<file path="src/rtl/rmh_pkg.sv">
// ----------------------------------------------------------------------------
// Running median package
// Shared widths, default depth and sequencer encodings for the two-heap
// running median block.
// ----------------------------------------------------------------------------
package rmh_pkg;

    // Widths fixed by the word format.
    localparam int SAMPLE_W = 32;
    localparam int MED_W    = 33;
    localparam int CNT_W    = 10;

    // Default number of entries in each heap store.
    localparam int HEAP_DEPTH_DEF = 512;

    // Sequencer states.
    typedef enum logic [3:0] {
        S_IDLE,
        S_TOPCMP,
        S_UP,
        S_UPCMP,
        S_AFTER,
        S_POP0,
        S_POP1,
        S_DN,
        S_DNL,
        S_DNR,
        S_DNC,
        S_MED,
        S_MED1,
        S_OUT
    } state_t;

    // Which heap operation has just finished.
    typedef enum logic [1:0] {
        PH_INS,
        PH_POP,
        PH_MOVE
    } phase_t;

endpackage

</file>
<file path="src/rtl/rmh_cmp.sv">
// ----------------------------------------------------------------------------
// Heap order compare unit
// Tells whether key a outranks key b: greater for a max-heap, less for a
// min-heap. Equal keys never outrank each other.
// ----------------------------------------------------------------------------
module rmh_cmp
    import rmh_pkg::*;
(
    input  logic                       is_max,
    input  logic signed [SAMPLE_W-1:0] a,
    input  logic signed [SAMPLE_W-1:0] b,
    output logic                       outranks
);

    always_comb
    begin
        outranks = is_max ? (a > b) : (a < b);
    end

endmodule

</file>
<file path="config.mk">
export PLATFORM = sky130hd
export DESIGN_NAME = rmh_cmp
export DESIGN_NICKNAME = d
export VERILOG_FILES = /design/src/rtl/rmh_pkg.sv /design/src/rtl/rmh_cmp.sv
export SDC_FILE = /design/constraint.sdc
export NUM_CORES = 1
export LEC_CHECK = 0
export BUFFER_PORTS_ARGS = -buffer_cell sky130_fd_sc_hd__buf_4
export CORE_MARGIN = 5
export CORE_UTILIZATION = 45
export DETAILED_ROUTE_END_ITERATION = 16
export PLACE_DENSITY_LB_ADDON = 0.2
export SYNTH_ARGS = -nofsm -noshare
export SYNTH_HDL_FRONTEND = slang
export SYNTH_SLANG_ARGS = --single-unit
</file>
<file path="constraint.sdc">
create_clock -name vclk -period 3.9
set_input_delay 0 -clock vclk [all_inputs]
set_output_delay 0 -clock vclk [all_outputs]
set_load 0.05 [all_outputs]
</file>
==> run summary <==
# nets final - 283
Critical Path RT - 3.90 ns
RePlAce Congestion - 0.718
Core area - 1750 sq um
Post-CTS Setup Inserts - 0
Crit Path Max Fanout - 3
Peak VDD IR - 0.0966 mV
CP Launch Type - input port
Crit path DAT - 1.84 ns
Post-synthesis sequential area ratio - 0%
PwrDens - 103 nW/um^2
Initial antenna violation count - 0
Final min period - 1.84 ns
Most frequent cells in the layout - 66 x buf_4, 34 x inv_1, 32 x ha_1
Cells after synthesis - 118
Worst slew pin tran - 0.505 ns
Detail Route Antenna Nets - 0
Initial Util - 47.8%
Largest net degree at the start of global routing - 4
Highest Clock Rate - 543 MHz
Antenna diodes - 0
Die Footprint - 2820 sq um
Avg Cell Area, Syn - 7.07 sq um
Commonest non-fill, non-tap cell in the layout - buf_4
Leakage Power - 0.854 nW
First-pass DRT Iterations - 2
Port Buffers - 66
Worst min path class - input port to output port
CTS resizes - 0
Final core occ - 78.0%
DRC - 0
Fraction of layout cells with a size suffix above 1 - 38.0%
Vias in the first global route - 978
Hold Path Origin - is_max
Max-slew violations - 0
Critical path origin - a[14]
YS warnings - 0
Total track usage - 15.8%
DP HPWL - 2240 um
Slew headroom - 66.0%
Synthesized area - 835 sq um
Overall Power - 141 uW
Wire per inst - 11.1 um
Hold_ws - 0.630 ns
Fill cells - 134
Final hold vios - 0
Vias - 999
CTS Hold Buffers Added - 0
Final setup TNS - 0 ns
Critical path class - input port to output port
Post-Route WL - 2320 um
Synth top area share - 48.0%
DR vias/cell - 4.78
Die Ht - 53.1 um
Max_cap viols - 0
Syn_nets - 215
Post-Place Cells - 209
CP Capture Type - output port
Io pins - 66
Area contributors post-synth - ha_1 48%, inv_1 15%, a21oi_1 8.4%
RSZ-0062 raised after global routing - false
Tcrit/Tclk final - 47.2%
Area grow syn2layout - 63.1%
Rows - 15
Clk_buf instances - 0
Global-route wire length before repair - 3510 um
Sequential cell area - 0 sq um
Seq cells - 0
Synth area leader - ha_1
Number of distinct library cells after synthesis - 20
Area of the multi-input gates - 707 sq um
Status - finished, final reports clean
Fin cells - 209
# setup viols final - 0
Initial DRC Count - 4
Die width - 53.1 um
GRT overflow - 0
==> power by group <==
part | switching (mW) | internal, mW
clock | 0 | 0
sequential | 0 | 0
combinational | 0.0609 | 0.0798
total | 0.0609 | 0.0798
==> per-stage QoR <==
stage	setup WS, ns	area (sq um)
6_report	2.06	1360
5_1_grt	1.91	1360
4_1_cts	2.05	1360
3_5_place_dp	2.06	1360
3_3_place_gp	2.09	1360
2_1_floorplan	2.21	835
==> synth_stat cells (all sizes together) <==
cell type	number
inv	34
a41oi	1
nor2	2
nor3	1
a211o	1
nand2	9
o21ai	5
xor2	1
mux2	1
a21o	3
ha	32
a221o	1
o211ai	1
nand4	6
nand3	2
nor4	2
a21oi	16
==> cell families (layout without fill, tap and decap cells) <==
logic type | Yosys count | count (layout) | share of synthesized area (%)
adders and majority gates | 32 | 32 | 48.0
buffers and inverters | 34 | 100 | 15.3
xor gates and xnor gates | 1 | 1 | 1.05
and+or+nand+nor | 22 | 22 | 13.5
muxes | 1 | 1 | 1.35
AOI/OAI and AO/OA | 28 | 28 | 20.8
==> path summary, 6_finish.rpt <==
kind | to | slack (ns) | depth (start not counted)
worst max-delay path | outranks | 2.06 | 9
worst min-delay path | outranks | 0.63 | 4
==> routing by layer <==
layer / vias up / global-route usage [%] / part of all wire, %
met5: - / 0 / 0
met4: 0 / 2.98 / 1.8
met3: 4 / 1.41 / 8.2
met2: 39 / 33.5 / 53
met1: 415 / 16.2 / 37
li1: 541 / - / -
==> layout make-up <==
class,count,area share [%]
Timing Repair Buffer,66,36.4
Multi-Input combinational cell,84,51.9
Inverter,34,9.37
Tap cell,25,2.30
==> critical path, stage by stage <==
cell	delay, ns
buf_4	0.11
ha_1	0.32
nand4_1	0.15
nor2_1	0.07
a221o_1	0.32
a211o_1	0.24
a21oi_2	0.12
mux2_1	0.32
buf_4	0.19
(Power assumes the default switching activity.)
